`src/rtl/cda_pkg.sv`:
```
// Package for the calendar date advance block: month lengths, leap-year constants,
// and the microcode ROM with its control word types.
// Depends on nothing; every other file in rtl/ uses it.
package cda_pkg;

  localparam int unsigned YearW  = 16;
  localparam int unsigned MonthW = 4;
  localparam int unsigned DayW   = 5;
  localparam int unsigned CountW = 16;
  // Working day count: the largest day of month plus the largest advance.
  localparam int unsigned WdayW  = 17;

  localparam logic [YearW-1:0]  YearMax  = 16'hFFFF;
  localparam logic [MonthW-1:0] MonthDec = 4'd12;
  localparam logic [MonthW-1:0] MonthJan = 4'd1;
  localparam logic [DayW-1:0]   DayLast  = 5'd31;
  localparam logic [DayW-1:0]   FebLeap  = 5'd29;

  // Reciprocal of 25: q = (x * Recip25) >> Recip25Sh is exact for x below 2^14.
  localparam logic [12:0] Recip25   = 13'd5243;
  localparam int unsigned Recip25Sh = 17;

  typedef logic [DayW-1:0] mlen_t;
  localparam mlen_t MonthLen [16] = '{
    5'd0, 5'd31, 5'd28, 5'd31, 5'd30, 5'd31, 5'd30, 5'd31,
    5'd31, 5'd30, 5'd31, 5'd30, 5'd31, 5'd0, 5'd0, 5'd0
  };

  // Length of a month, zero for a month code outside January to December.
  function automatic logic [DayW-1:0] days_in(input logic [MonthW-1:0] m, input logic leap);
    logic [DayW-1:0] len;
    len = MonthLen[m];
    if (m == 4'd2 && leap) begin
      len = FebLeap;
    end
    return len;
  endfunction

  typedef enum logic [2:0] {
    STEP_IDLE  = 3'd0,
    STEP_LEAP1 = 3'd1,
    STEP_LEAP2 = 3'd2,
    STEP_SET   = 3'd3,
    STEP_MONTH = 3'd4,
    STEP_EMIT  = 3'd5
  } step_t;

  typedef enum logic [2:0] {
    OP_IDLE,
    OP_LEAP1,
    OP_LEAP2,
    OP_SET,
    OP_MONTH,
    OP_EMIT
  } op_t;

  typedef enum logic [2:0] {
    COND_NEVER,
    COND_ACCEPT,
    COND_ADVANCE,
    COND_DONE,
    COND_NEWYEAR,
    COND_OUTFREE
  } cond_t;

  typedef struct packed {
    op_t   op;
    cond_t cond_a;
    step_t jump_a;
    cond_t cond_b;
    step_t jump_b;
    step_t next;
  } uword_t;

  // Microcode ROM. Condition A takes priority over condition B; otherwise next.
  function automatic uword_t ucode(input step_t step);
    uword_t w;
    case (step)
      STEP_IDLE:  w = '{OP_IDLE,  COND_ACCEPT,  STEP_LEAP1, COND_NEVER,   STEP_IDLE,  STEP_IDLE};
      STEP_LEAP1: w = '{OP_LEAP1, COND_NEVER,   STEP_IDLE,  COND_NEVER,   STEP_IDLE,  STEP_LEAP2};
      STEP_LEAP2: w = '{OP_LEAP2, COND_ADVANCE, STEP_MONTH, COND_NEVER,   STEP_IDLE,  STEP_SET};
      STEP_SET:   w = '{OP_SET,   COND_NEVER,   STEP_IDLE,  COND_NEVER,   STEP_IDLE,  STEP_EMIT};
      STEP_MONTH: w = '{OP_MONTH, COND_DONE,    STEP_EMIT,  COND_NEWYEAR, STEP_LEAP1, STEP_MONTH};
      STEP_EMIT:  w = '{OP_EMIT,  COND_OUTFREE, STEP_IDLE,  COND_NEVER,   STEP_IDLE,  STEP_EMIT};
      default:    w = '{OP_IDLE,  COND_NEVER,   STEP_IDLE,  COND_NEVER,   STEP_IDLE,  STEP_IDLE};
    endcase
    return w;
  endfunction

endpackage

```
`src/rtl/cda_in_if.sv`:
```
// Command channel of the calendar date advance block: valid/ready and the item fields.
// Depends on cda_pkg for the field widths.
interface cda_in_if;
  logic                           valid;
  logic                           ready;
  logic                           kind;
  logic [cda_pkg::YearW-1:0]      year_in;
  logic [cda_pkg::MonthW-1:0]     month_in;
  logic [cda_pkg::DayW-1:0]       day_in;
  logic [cda_pkg::CountW-1:0]     days_to_add;

  modport source (output valid, kind, year_in, month_in, day_in, days_to_add, input ready);
  modport sink   (input valid, kind, year_in, month_in, day_in, days_to_add, output ready);
endinterface

```
`src/rtl/cda_out_if.sv`:
```
// Result channel of the calendar date advance block: valid/ready and the date fields.
// Depends on cda_pkg for the field widths.
interface cda_out_if;
  logic                       valid;
  logic                       ready;
  logic [cda_pkg::YearW-1:0]  year_out;
  logic [cda_pkg::MonthW-1:0] month_out;
  logic [cda_pkg::DayW-1:0]   day_out;
  logic                       error;

  modport source (output valid, year_out, month_out, day_out, error, input ready);
  modport sink   (input valid, year_out, month_out, day_out, error, output ready);
endinterface

```
`src/rtl/calendar_date_advance.sv`:
```
// Calendar date advance, top level: a Gregorian date register driven by a microcoded sequencer.
// Depends on cda_pkg, cda_in_if and cda_out_if.

// The block holds one Gregorian date, reset to year 1, January 1st, and answers every
// command beat with one result beat carrying the date it holds afterwards. A set command
// loads year, month and day if the date is real (year not zero, month 1 to 12, day within
// the month, February having 29 days in leap years); otherwise error is raised and the
// date is kept. An advance command moves the date forward by days_to_add days; if it
// would pass the last day of year 65535, the date stops at 65535-12-31 with error raised.
// Error is never sticky. Commands are handled one at a time by a six-step microprogram:
// a set runs the leap test, the set check and the emit step; an advance runs the leap
// test and then steps one month at a time until the date fits or saturates, redoing the
// leap test for each new year entered, and then emits. The month-stepping loop thus sets
// how long an advance runs. The result sits in an output register, so the next command
// is taken while a result still waits, and a result waits in the final step only if the
// register before it has not yet been taken.

module calendar_date_advance (
  input  logic      clk,
  input  logic      rst,
  cda_in_if.sink    cmd,
  cda_out_if.source rsp
);

  // Sequencer.
  cda_pkg::step_t  step;
  cda_pkg::step_t  step_next;
  cda_pkg::uword_t uw;

  // Committed date.
  logic [cda_pkg::YearW-1:0]  cur_year;
  logic [cda_pkg::MonthW-1:0] cur_month;
  logic [cda_pkg::DayW-1:0]   cur_day;

  // Latched command and working registers.
  logic                        kind;
  logic [cda_pkg::YearW-1:0]   set_year;
  logic [cda_pkg::MonthW-1:0]  set_month;
  logic [cda_pkg::DayW-1:0]    set_day;
  logic [cda_pkg::YearW-1:0]   wyear;
  logic [cda_pkg::MonthW-1:0]  wmonth;
  logic [cda_pkg::WdayW-1:0]   wday;
  logic [cda_pkg::YearW-1:0]   lyear;    // year under the leap test
  logic [9:0]                  q4;       // (lyear / 4) / 25
  logic [9:0]                  q16;      // (lyear / 16) / 25
  logic                        leap;
  logic                        err;

  // Result register.
  logic                        rsp_valid;
  logic [cda_pkg::YearW-1:0]   rsp_year;
  logic [cda_pkg::MonthW-1:0]  rsp_month;
  logic [cda_pkg::DayW-1:0]    rsp_day;
  logic                        rsp_error;

  // Datapath terms.
  logic                        accept;
  logic                        out_free;
  logic [26:0]                 prod4;
  logic [26:0]                 prod16;
  logic [14:0]                 chk4;
  logic [14:0]                 chk16;
  logic                        div100;
  logic                        div400;
  logic                        leap_now;
  logic [cda_pkg::DayW-1:0]    set_len;
  logic                        set_ok;
  logic [cda_pkg::DayW-1:0]    wlen;
  logic                        fits;
  logic                        saturate;
  logic                        done;
  logic                        newyear;
  logic [cda_pkg::YearW-1:0]   wyear_inc;

  assign accept   = cmd.valid && cmd.ready;
  assign out_free = !rsp_valid || rsp.ready;
  assign cmd.ready = (step == cda_pkg::STEP_IDLE);

  assign rsp.valid     = rsp_valid;
  assign rsp.year_out  = rsp_year;
  assign rsp.month_out = rsp_month;
  assign rsp.day_out   = rsp_day;
  assign rsp.error     = rsp_error;

  // Leap test in two steps: quotients by 25 through a reciprocal multiply, then a check
  // that the quotient times 25 gives back the operand (exact division).
  assign prod4  = {13'd0, lyear[15:2]} * {14'd0, cda_pkg::Recip25};
  assign prod16 = {15'd0, lyear[15:4]} * {14'd0, cda_pkg::Recip25};
  assign chk4   = {5'd0, q4} + {1'b0, q4, 4'd0} + {2'b0, q4, 3'd0};
  assign chk16  = {5'd0, q16} + {1'b0, q16, 4'd0} + {2'b0, q16, 3'd0};
  assign div100 = (chk4 == {1'b0, lyear[15:2]});
  assign div400 = (lyear[3:0] == 4'd0) && (chk16 == {3'd0, lyear[15:4]});
  assign leap_now = (lyear[1:0] == 2'd0) && (!div100 || div400);

  // Set check against the latched fields.
  assign set_len = cda_pkg::days_in(set_month, leap);
  assign set_ok  = (set_year != '0) && (set_len != '0) && (set_day != '0)
                   && (set_day <= set_len);

  // One month of carry.
  assign wlen      = cda_pkg::days_in(wmonth, leap);
  assign fits      = (wday <= {{(cda_pkg::WdayW-cda_pkg::DayW){1'b0}}, wlen});
  assign saturate  = !fits && (wmonth == cda_pkg::MonthDec) && (wyear == cda_pkg::YearMax);
  assign done      = fits || saturate;
  assign newyear   = (wmonth == cda_pkg::MonthDec);
  assign wyear_inc = wyear + 16'd1;

  // Sequencer: pick the next step from the control word.
  always_comb begin
    logic hit_a;
    logic hit_b;
    uw = cda_pkg::ucode(step);
    case (uw.cond_a)
      cda_pkg::COND_ACCEPT:  hit_a = accept;
      cda_pkg::COND_ADVANCE: hit_a = kind;
      cda_pkg::COND_DONE:    hit_a = done;
      cda_pkg::COND_NEWYEAR: hit_a = newyear;
      cda_pkg::COND_OUTFREE: hit_a = out_free;
      default:               hit_a = 1'b0;
    endcase
    case (uw.cond_b)
      cda_pkg::COND_ACCEPT:  hit_b = accept;
      cda_pkg::COND_ADVANCE: hit_b = kind;
      cda_pkg::COND_DONE:    hit_b = done;
      cda_pkg::COND_NEWYEAR: hit_b = newyear;
      cda_pkg::COND_OUTFREE: hit_b = out_free;
      default:               hit_b = 1'b0;
    endcase
    if (hit_a) begin
      step_next = uw.jump_a;
    end else if (hit_b) begin
      step_next = uw.jump_b;
    end else begin
      step_next = uw.next;
    end
  end

  always_ff @(posedge clk) begin
    if (rst) begin
      step <= cda_pkg::STEP_IDLE;
    end else begin
      step <= step_next;
    end
  end

  // Datapath, driven by the op field of the control word.
  always_ff @(posedge clk) begin
    if (rst) begin
      cur_year  <= 16'd1;
      cur_month <= 4'd1;
      cur_day   <= 5'd1;
      rsp_valid <= 1'b0;
    end else begin
      // A taken result empties the register unless a new one is loaded in the same cycle.
      if (rsp_valid && rsp.ready && !(uw.op == cda_pkg::OP_EMIT && out_free)) begin
        rsp_valid <= 1'b0;
      end
      case (uw.op)
        cda_pkg::OP_IDLE: begin
          if (accept) begin
            kind      <= cmd.kind;
            set_year  <= cmd.year_in;
            set_month <= cmd.month_in;
            set_day   <= cmd.day_in;
            wyear     <= cur_year;
            wmonth    <= cur_month;
            wday      <= {{(cda_pkg::WdayW-cda_pkg::DayW){1'b0}}, cur_day}
                         + {1'b0, cmd.days_to_add};
            lyear     <= cmd.kind ? cur_year : cmd.year_in;
            err       <= 1'b0;
          end
        end
        cda_pkg::OP_LEAP1: begin
          q4  <= prod4[cda_pkg::Recip25Sh +: 10];
          q16 <= prod16[cda_pkg::Recip25Sh +: 10];
        end
        cda_pkg::OP_LEAP2: begin
          leap <= leap_now;
        end
        cda_pkg::OP_SET: begin
          if (set_ok) begin
            cur_year  <= set_year;
            cur_month <= set_month;
            cur_day   <= set_day;
          end else begin
            err <= 1'b1;
          end
        end
        cda_pkg::OP_MONTH: begin
          if (fits) begin
            cur_year  <= wyear;
            cur_month <= wmonth;
            cur_day   <= wday[cda_pkg::DayW-1:0];
          end else if (saturate) begin
            cur_year  <= cda_pkg::YearMax;
            cur_month <= cda_pkg::MonthDec;
            cur_day   <= cda_pkg::DayLast;
            err       <= 1'b1;
          end else begin
            wday <= wday - {{(cda_pkg::WdayW-cda_pkg::DayW){1'b0}}, wlen};
            if (newyear) begin
              wmonth <= cda_pkg::MonthJan;
              wyear  <= wyear_inc;
              lyear  <= wyear_inc;
            end else begin
              wmonth <= wmonth + 4'd1;
            end
          end
        end
        cda_pkg::OP_EMIT: begin
          if (out_free) begin
            rsp_valid <= 1'b1;
            rsp_year  <= cur_year;
            rsp_month <= cur_month;
            rsp_day   <= cur_day;
            rsp_error <= err;
          end
        end
        default: begin
        end
      endcase
    end
  end

endmodule
```
`src/flat_wrapper.sv`:
```
// flat-port wrapper written by rule: the top's interface ports become plain ports
module calendar_date_advance_flat 
  (clk, rst, cmd_valid, cmd_kind, cmd_year_in, cmd_month_in, cmd_day_in, cmd_days_to_add, cmd_ready, rsp_valid, rsp_year_out, rsp_month_out, rsp_day_out, rsp_error, rsp_ready);
  cda_in_if cmd_i ();
  cda_out_if rsp_i ();
  input  logic clk;
  input  logic rst;
  input wire logic [$bits(cmd_i.valid)-1:0] cmd_valid;
  input wire logic [$bits(cmd_i.kind)-1:0] cmd_kind;
  input wire logic [$bits(cmd_i.year_in)-1:0] cmd_year_in;
  input wire logic [$bits(cmd_i.month_in)-1:0] cmd_month_in;
  input wire logic [$bits(cmd_i.day_in)-1:0] cmd_day_in;
  input wire logic [$bits(cmd_i.days_to_add)-1:0] cmd_days_to_add;
  output wire logic [$bits(cmd_i.ready)-1:0] cmd_ready;
  output wire logic [$bits(rsp_i.valid)-1:0] rsp_valid;
  output wire logic [$bits(rsp_i.year_out)-1:0] rsp_year_out;
  output wire logic [$bits(rsp_i.month_out)-1:0] rsp_month_out;
  output wire logic [$bits(rsp_i.day_out)-1:0] rsp_day_out;
  output wire logic [$bits(rsp_i.error)-1:0] rsp_error;
  input wire logic [$bits(rsp_i.ready)-1:0] rsp_ready;
  assign cmd_i.valid = cmd_valid;
  assign cmd_i.kind = cmd_kind;
  assign cmd_i.year_in = cmd_year_in;
  assign cmd_i.month_in = cmd_month_in;
  assign cmd_i.day_in = cmd_day_in;
  assign cmd_i.days_to_add = cmd_days_to_add;
  assign cmd_ready = cmd_i.ready;
  assign rsp_valid = rsp_i.valid;
  assign rsp_year_out = rsp_i.year_out;
  assign rsp_month_out = rsp_i.month_out;
  assign rsp_day_out = rsp_i.day_out;
  assign rsp_error = rsp_i.error;
  assign rsp_i.ready = rsp_ready;
  calendar_date_advance u_core (.clk(clk), .rst(rst), .cmd(cmd_i), .rsp(rsp_i));
endmodule
```
`config.mk`:
```
export PLATFORM = sky130hd
export DESIGN_NAME = calendar_date_advance_flat
export DESIGN_NICKNAME = d
export VERILOG_FILES = /design/src/rtl/cda_pkg.sv /design/src/rtl/cda_in_if.sv /design/src/rtl/cda_out_if.sv /design/src/rtl/calendar_date_advance.sv /design/src/flat_wrapper.sv
export SDC_FILE = /design/constraint.sdc
export NUM_CORES = 1
export LEC_CHECK = 0
export CORE_MARGIN = 2
export CORE_UTILIZATION = 55
export CTS_CLUSTER_SIZE = 24
export DETAILED_ROUTE_END_ITERATION = 7
export DONT_BUFFER_PORTS = 1
export GPL_TIMING_DRIVEN = 0
export PLACE_DENSITY_LB_ADDON = 0.05
export RECOVER_POWER = 50
export SYNTH_ARGS = -nofsm -noshare
export SYNTH_HDL_FRONTEND = slang
export SYNTH_SLANG_ARGS = --single-unit
```
`constraint.sdc`:
```
create_clock -name clk -period 7.45 [get_ports clk]
set_clock_uncertainty 0.1 [all_clocks]
set_input_delay 0 -clock clk [delete_from_list [all_inputs] [get_ports clk]]
set_output_delay 0 -clock clk [all_outputs]
set_load 0.03 [all_outputs]
```
# Word-level counts from Yosys, hierarchy flattened
# Memory sizes are Yosys's and may differ from the RTL's.
# Index checks and enable logic that the tools add are counted.
# classes
mul	2
mux	48
eq_ne	34
reduce_logical	38
bitwise_logic	3
n_lt_le_gt_ge	4
add_sub_neg	8
# ops
op	count
two-way mux 16 bit	9
case mux 18 bit (6 select lines)	1
case mux 16 bit (2 select lines)	3
two-way mux 17 bit	3
two-way mux 5 bit	9
case mux 17 bit (2 select lines)	1
two-way mux 4 bit	7
multiplier 14 x 13 -> 27 bit (second input constant)	1
multiplier 12 x 13 -> 25 bit (second input constant)	1
== test 3 x 2 -> 1 bit (second input constant)	8
== test 3 bit (second input constant)	8
adder 5 x 16 -> 17 bit	1
<= comparator 17 x 5 -> 1 bit	1
subtractor 17 x 5 -> 17 bit	1
adder 16 x 1 -> 16 bit (second input constant)	1
== test 16 bit (second input constant)	1
case mux 4 bit (2 select lines)	2
nonzero test 16 bit	1
adder 10 x 14 -> 15 bit	1
adder 15 x 11 -> 15 bit	1
adder 15 x 13 -> 15 bit	1
== test 15 x 12 -> 1 bit	1
== test 15 x 14 -> 1 bit	1
adder 8 x 12 -> 13 bit	1
other kinds (29)	72
# totals
wordCells	160
out_inout_bits	28
memories	2
regBits	154
romBits	160
# mem_list
memory	depth	width	read_ports	rd_ports_with_merged_regs	write_ports	line	rtl
(no name shown)	16	5	1	0	0	cda_pkg.sv:32	len = MonthLen[m];
(no name shown)	16	5	1	0	0	cda_pkg.sv:32	

# Depth between registers and ports, before layout
# logic_depth
word_depth	13
mapped_depth	20
ltp_nobuf	20

# Least setup slack after synthesis
# OpenSTA, ideal clock, no wires.
# synth_path
path_type	flip-flop to flip-flop
from	reg u_core.lyear[10] in the netlist's numbering
to	reg u_core.q4[9] (data pin)
arrival_ns	4.918
path_stages_with_launch	18
setup_slack_ns	2.173
setup_time_ns	0.260
period_less_slack_ns	5.277
path_cell_list	edfxtp_1 > inv_1 > fa_1 > inv_1 > ha_1 > fa_1 > fa_1 > inv_1 > fa_1 > inv_1 > ha_1 > nand4_1 > or3_1 > o21ai_0 > o221ai_1 > o2111ai_1 > a21oi_1 > xnor2_1
# synth_between
elab_chain_len	1
# synth_lines
element	line	rtl
start, declared	calendar_date_advance.sv:43	logic [cda_pkg::YearW-1:0] lyear;
start signal, assigned	calendar_date_advance.sv:169	lyear <= cmd.kind ? cur_year : cmd.year_in;
start signal, assigned	calendar_date_advance.sv:204	lyear <= wyear_inc;
multiplier 14 x 13 -> 27 bit	calendar_date_advance.sv:87	assign prod4 = {13'd0, lyear[15:2]} * {14'd0, cda_pkg::Recip25};
named net u_core.prod4[26]	calendar_date_advance.sv:59	logic [26:0] prod4;
end signal, assigned	calendar_date_advance.sv:174	q4 <= prod4[cda_pkg::Recip25Sh +: 10];
end, declared	calendar_date_advance.sv:44	logic [9:0] q4;
# The timed path passes the listed nets, and every way through them passes these cells.
# A chain may end at the register's enable or synchronous reset.

# Worst setup path in the final report
# layout_path
from	reg u_core.lyear[11] in the netlist's numbering
to	reg u_core.q4[9] (data pin)
# Same word-level chain as after synthesis.

==> impl_summary.log <==
[metrics] run status: complete, no violations
[metrics] Clk Latency, worst-skew pair: 0.44 ns
[metrics] Post-Layout Inst Area: 16,200 µm²
[metrics] worst-case register-to-register setup slack: 1.20 ns
[metrics] slowest stage delay, CP: 0.82 ns
[metrics] switching power total: 3.38 mW
[metrics] placed inst area: 15,200 µm²
[metrics] antenna cells: 0
[metrics] sequential fraction of the synthesis area: 29.5%
[metrics] Port Buffer Count: 0
[metrics] CP Data Required Time: 7.53 ns
[metrics] Routed Antenna Nets: 0
[metrics] peak supply drop: 236 µV
[metrics] cell type group with the largest total delay on the critical path: adder cells
[metrics] maximum operating frequency: 160 MHz
[metrics] average wire length per cell after detail routing: 19.3 µm
[metrics] number of detailed-routing iterations run before antenna repair: 6
[metrics] number of buffers inserted by post-CTS setup repair: 0
[metrics] FP Rows: 59
[metrics] number of antenna violations at the first check in global routing: 0
[metrics] synth top area cells: sky130_fd_sc_hd__edfxtp_1 (26%), sky130_fd_sc_hd__ha_1 (17%), sky130_fd_sc_hd__fa_1 (16%)
[metrics] via count of the first global-routing pass: 11,200
[metrics] HPWL after DPL: 27.8 mm
[metrics] width of the die: 167 µm
[metrics] Comb pwr share: 70.0%
[metrics] Starting Density: 56.3%
[metrics] First DRT Iteration DRCs: 620
[metrics] RePlAce Congestion: 0.878
[metrics] WP buf/inv: 4
[metrics] setup TNS: 0 ns
[metrics] total of warnings raised by yosys: 0
[metrics] fill cell total of the finished layout: 2,268
[metrics] ranking of synthesized cells by instance count: sky130_fd_sc_hd__inv_1 (265), sky130_fd_sc_hd__ha_1 (204), sky130_fd_sc_hd__edfxtp_1 (125), sky130_fd_sc_hd__fa_1 (116), sky130_fd_sc_hd__nor2_1 (103)
[metrics] Synth async-reset ratio: 0%
[metrics] switching power as a share of total power: 47.1%
[metrics] area of the die: 28,100 µm²
[metrics] Resized cells post-CTS: 0
[metrics] Post-Route WL: 35.9 mm
[metrics] actual slew at the worst max-slew pin: 1.27 ns
[metrics] kind of start point of the critical path: register
[metrics] cell at the slowest stage of the critical path: sky130_fd_sc_hd__edfxtp_1
[metrics] count of clock tree sinks: 154
[metrics] count of unique library cells instantiated by Yosys: 70
[metrics] number of buffers on the longest clock path: 2
[metrics] most common cell in the netlist: sky130_fd_sc_hd__inv_1
[metrics] share of power burned in registers: 18.1%
[metrics] level count of the clock H-tree: 4
[metrics] post-synthesis area per instance: 10.2 µm²
[metrics] kind of capture point of the worst setup path: register
[metrics] vias post-DR: 10,600
[metrics] maximum fanout count along the critical path: 10
[metrics] global-route congestion overflow total: 0
[metrics] Clock Root Buffer: sky130_fd_sc_hd__clkbuf_16
[metrics] Pleak: 7.29 nW
[metrics] number of design rule violations left after detail routing: 0
[metrics] CTS tree: done
[metrics] combined global-route utilization of all metal layers: 26.9%
[metrics] placeable core region: 26,100 µm²
[metrics] worst-case headroom to the max-slew limit: 14.7%
[metrics] number of hold violations in the final report: 0
[metrics] arrival time worst endpoint: 6.32 ns
[metrics] clock period minus final worst setup slack: 6.25 ns
[metrics] post-synthesis to final-layout area growth: 10.4%
[metrics] setup violators final: 0
[metrics] worst slack, placed: 1.18 ns
[metrics] Mapped Nets: 1,805
[metrics] top_reg_cell synth: sky130_fd_sc_hd__edfxtp_1
[metrics] NumNets Final: 1,881
[metrics] clock network fraction of total power: 11.8%
[metrics] unrepaired setup endpoints after global routing: false
[metrics] critical path class: register to register
[metrics] Synth top area share: 25.5%
[metrics] Internal Power: 3.80 mW
[metrics] Final period util: 83.8%
[metrics] least setup slack across all paths after layout: 1.20 ns
[metrics] ordered cell list for the critical path: inv_1 -> fa_1 -> inv_1 -> ha_1 -> fa_1 -> fa_1 -> inv_1 -> fa_1 -> inv_1 -> ha_1 -> nand4_1 -> or3_1 -> o21ai_0 -> o221ai_1 -> o2111ai_1 -> a21oi_1 -> xnor2_1
[metrics] via-per-instance ratio: 5.69
[metrics] post-synthesis cell type with the largest combined area: sky130_fd_sc_hd__edfxtp_1
[metrics] final slew viol count: 0
[metrics] worst hold-check path type: input port to register
[metrics] cells after synthesis: 1,439
[metrics] fraction of layout instances using a drive strength above 1: 4.84%
[metrics] first-pass GRT wire length: 58.6 mm
[metrics] cell area after synthesis: 14,700 µm²
[metrics] flop and latch count out of synthesis: 154
[metrics] number of enable-type register cells in the synthesized netlist: 125
[metrics] CTS clk-pin slew, worst paths: 0.07 ns
[metrics] TritonCTS Buffers: 17
[metrics] y dimension of the die: 167 µm
[metrics] largest net degree at the start of global routing: 21
[metrics] max-cap violations: 0
[metrics] I/O pin count: 74
[metrics] power density over the cells: 443 nW/µm²
-- cell type report --
type                            count  area, µm²  share of cell area [%]
Clock inverter                     14        128                   0.786
Tap cell                          335        419                    2.58
Clock buffer                       18        429                    2.64
Multi-Input combinational cell    983       9220                    56.8
Buffer                             37        171                    1.06
Inverter                          265        995                    6.13
Sequential cell                   154       4330                    26.7
Timing Repair Buffer               57        543                    3.34
-- through the flow --
stage / utilization (%) / hold slack (ns) / total power, mW / cells
6_report: 62.1 / 0.00790 / 7.19 / 1863
5_1_grt: 62.1 / 0.0330 / 8.09 / 1863
4_1_cts: 62.3 / 0.00674 / 7.27 / 1863
3_5_place_dp: 58.3 / -0.00108 / 6.36 / 1782
3_3_place_gp: 57.9 / -0.00108 / 6.22 / 1774
2_1_floorplan: - / -0.00113 / 5.23 / 1439
-- sequential cells by signal, summed over array words and instances (netlist names), 5 cells and up --
register             flops
u_core.set_year         16
u_core.rsp.year_out     16
u_core.q16               8
u_core.wyear            16
u_core.cur_year         16
u_core.rsp.day_out       5
u_core.set_day           5
u_core.q4               10
u_core.lyear            16
u_core.wday             17
u_core.cur_day           5
-- path summary, 6_finish.rpt --
check | depth (start not counted) | end | from
worst max-delay path | 17 | u_core.q4[9] | u_core.lyear[11]
worst min-delay path | 5 | u_core.wday[8] | cmd_days_to_add[6]
worst min register to register | 0 | u_core.rsp.error | u_core.err
worst max register to register | 17 | u_core.q4[9] | u_core.lyear[11]
-- metal layers --
layer / up-vias / wire length (µm) / GRT usage, %
met5: - / 0 / 0
met2: 284 / 18100 / 48.6
met4: 0 / 908 / 8.73
met1: 5148 / 15400 / 33.6
met3: 59 / 1480 / 3.21
li1: 5101 / - / -
-- power groups by stage --
stage | Clock, mW | Combinational (mW) | Sequential [mW]
2_1_floorplan | 0 | 3.96 | 1.27
3_3_place_gp | 0 | 4.89 | 1.33
3_5_place_dp | 0 | 5.04 | 1.32
4_1_cts | 0.858 | 5.10 | 1.30
5_1_grt | 0.893 | 5.88 | 1.32
6_report | 0.848 | 5.03 | 1.30
-- cell usage in the layout (no fill, tap or decap), drive strengths merged, types with 23 or more instances in the layout --
cell | Yosys | routed
a21oi | 69 | 69
clkbuf | 27 | 52
dfxtp | 29 | 29
dlygate4sd3 | 0 | 49
edfxtp | 125 | 125
fa | 116 | 116
ha | 204 | 204
inv | 265 | 274
nand2 | 58 | 58
nand3 | 26 | 26
nor2 | 104 | 104
nor3 | 33 | 33
o21ai | 33 | 33
o41ai | 23 | 23
xnor2 | 63 | 63
xor2 | 36 | 36
-- timing repair --
item / in CTS / in global routing
endpoints found under the setup margin: 0 / 0
endpoints found under the hold margin: 69 / 0
hold buffers: 49 / 0
-- logic make-up (layout without fill, tap and decap cells) --
family	Yosys count	after routing	share of synthesized area, %
AOI/OAI and AO/OA	221	221	10.9
muxes	14	14	0.962
DFF	154	154	29.5
xor gates and xnor gates	99	99	5.90
buffers and inverters	302	391	7.93
and+or+nand+nor	329	329	11.7
adders and majority gates	320	320	33.2
-- worst min-delay path, stage by stage --
cell                      delay (ns)
sky130_fd_sc_hd__nand2_1        0.04
sky130_fd_sc_hd__nor2_1         0.04
sky130_fd_sc_hd__xor2_1         0.15
sky130_fd_sc_hd__nor2_1         0.08
sky130_fd_sc_hd__a21oi_1        0.05
Note: power is estimated with default switching activity, not from simulation.
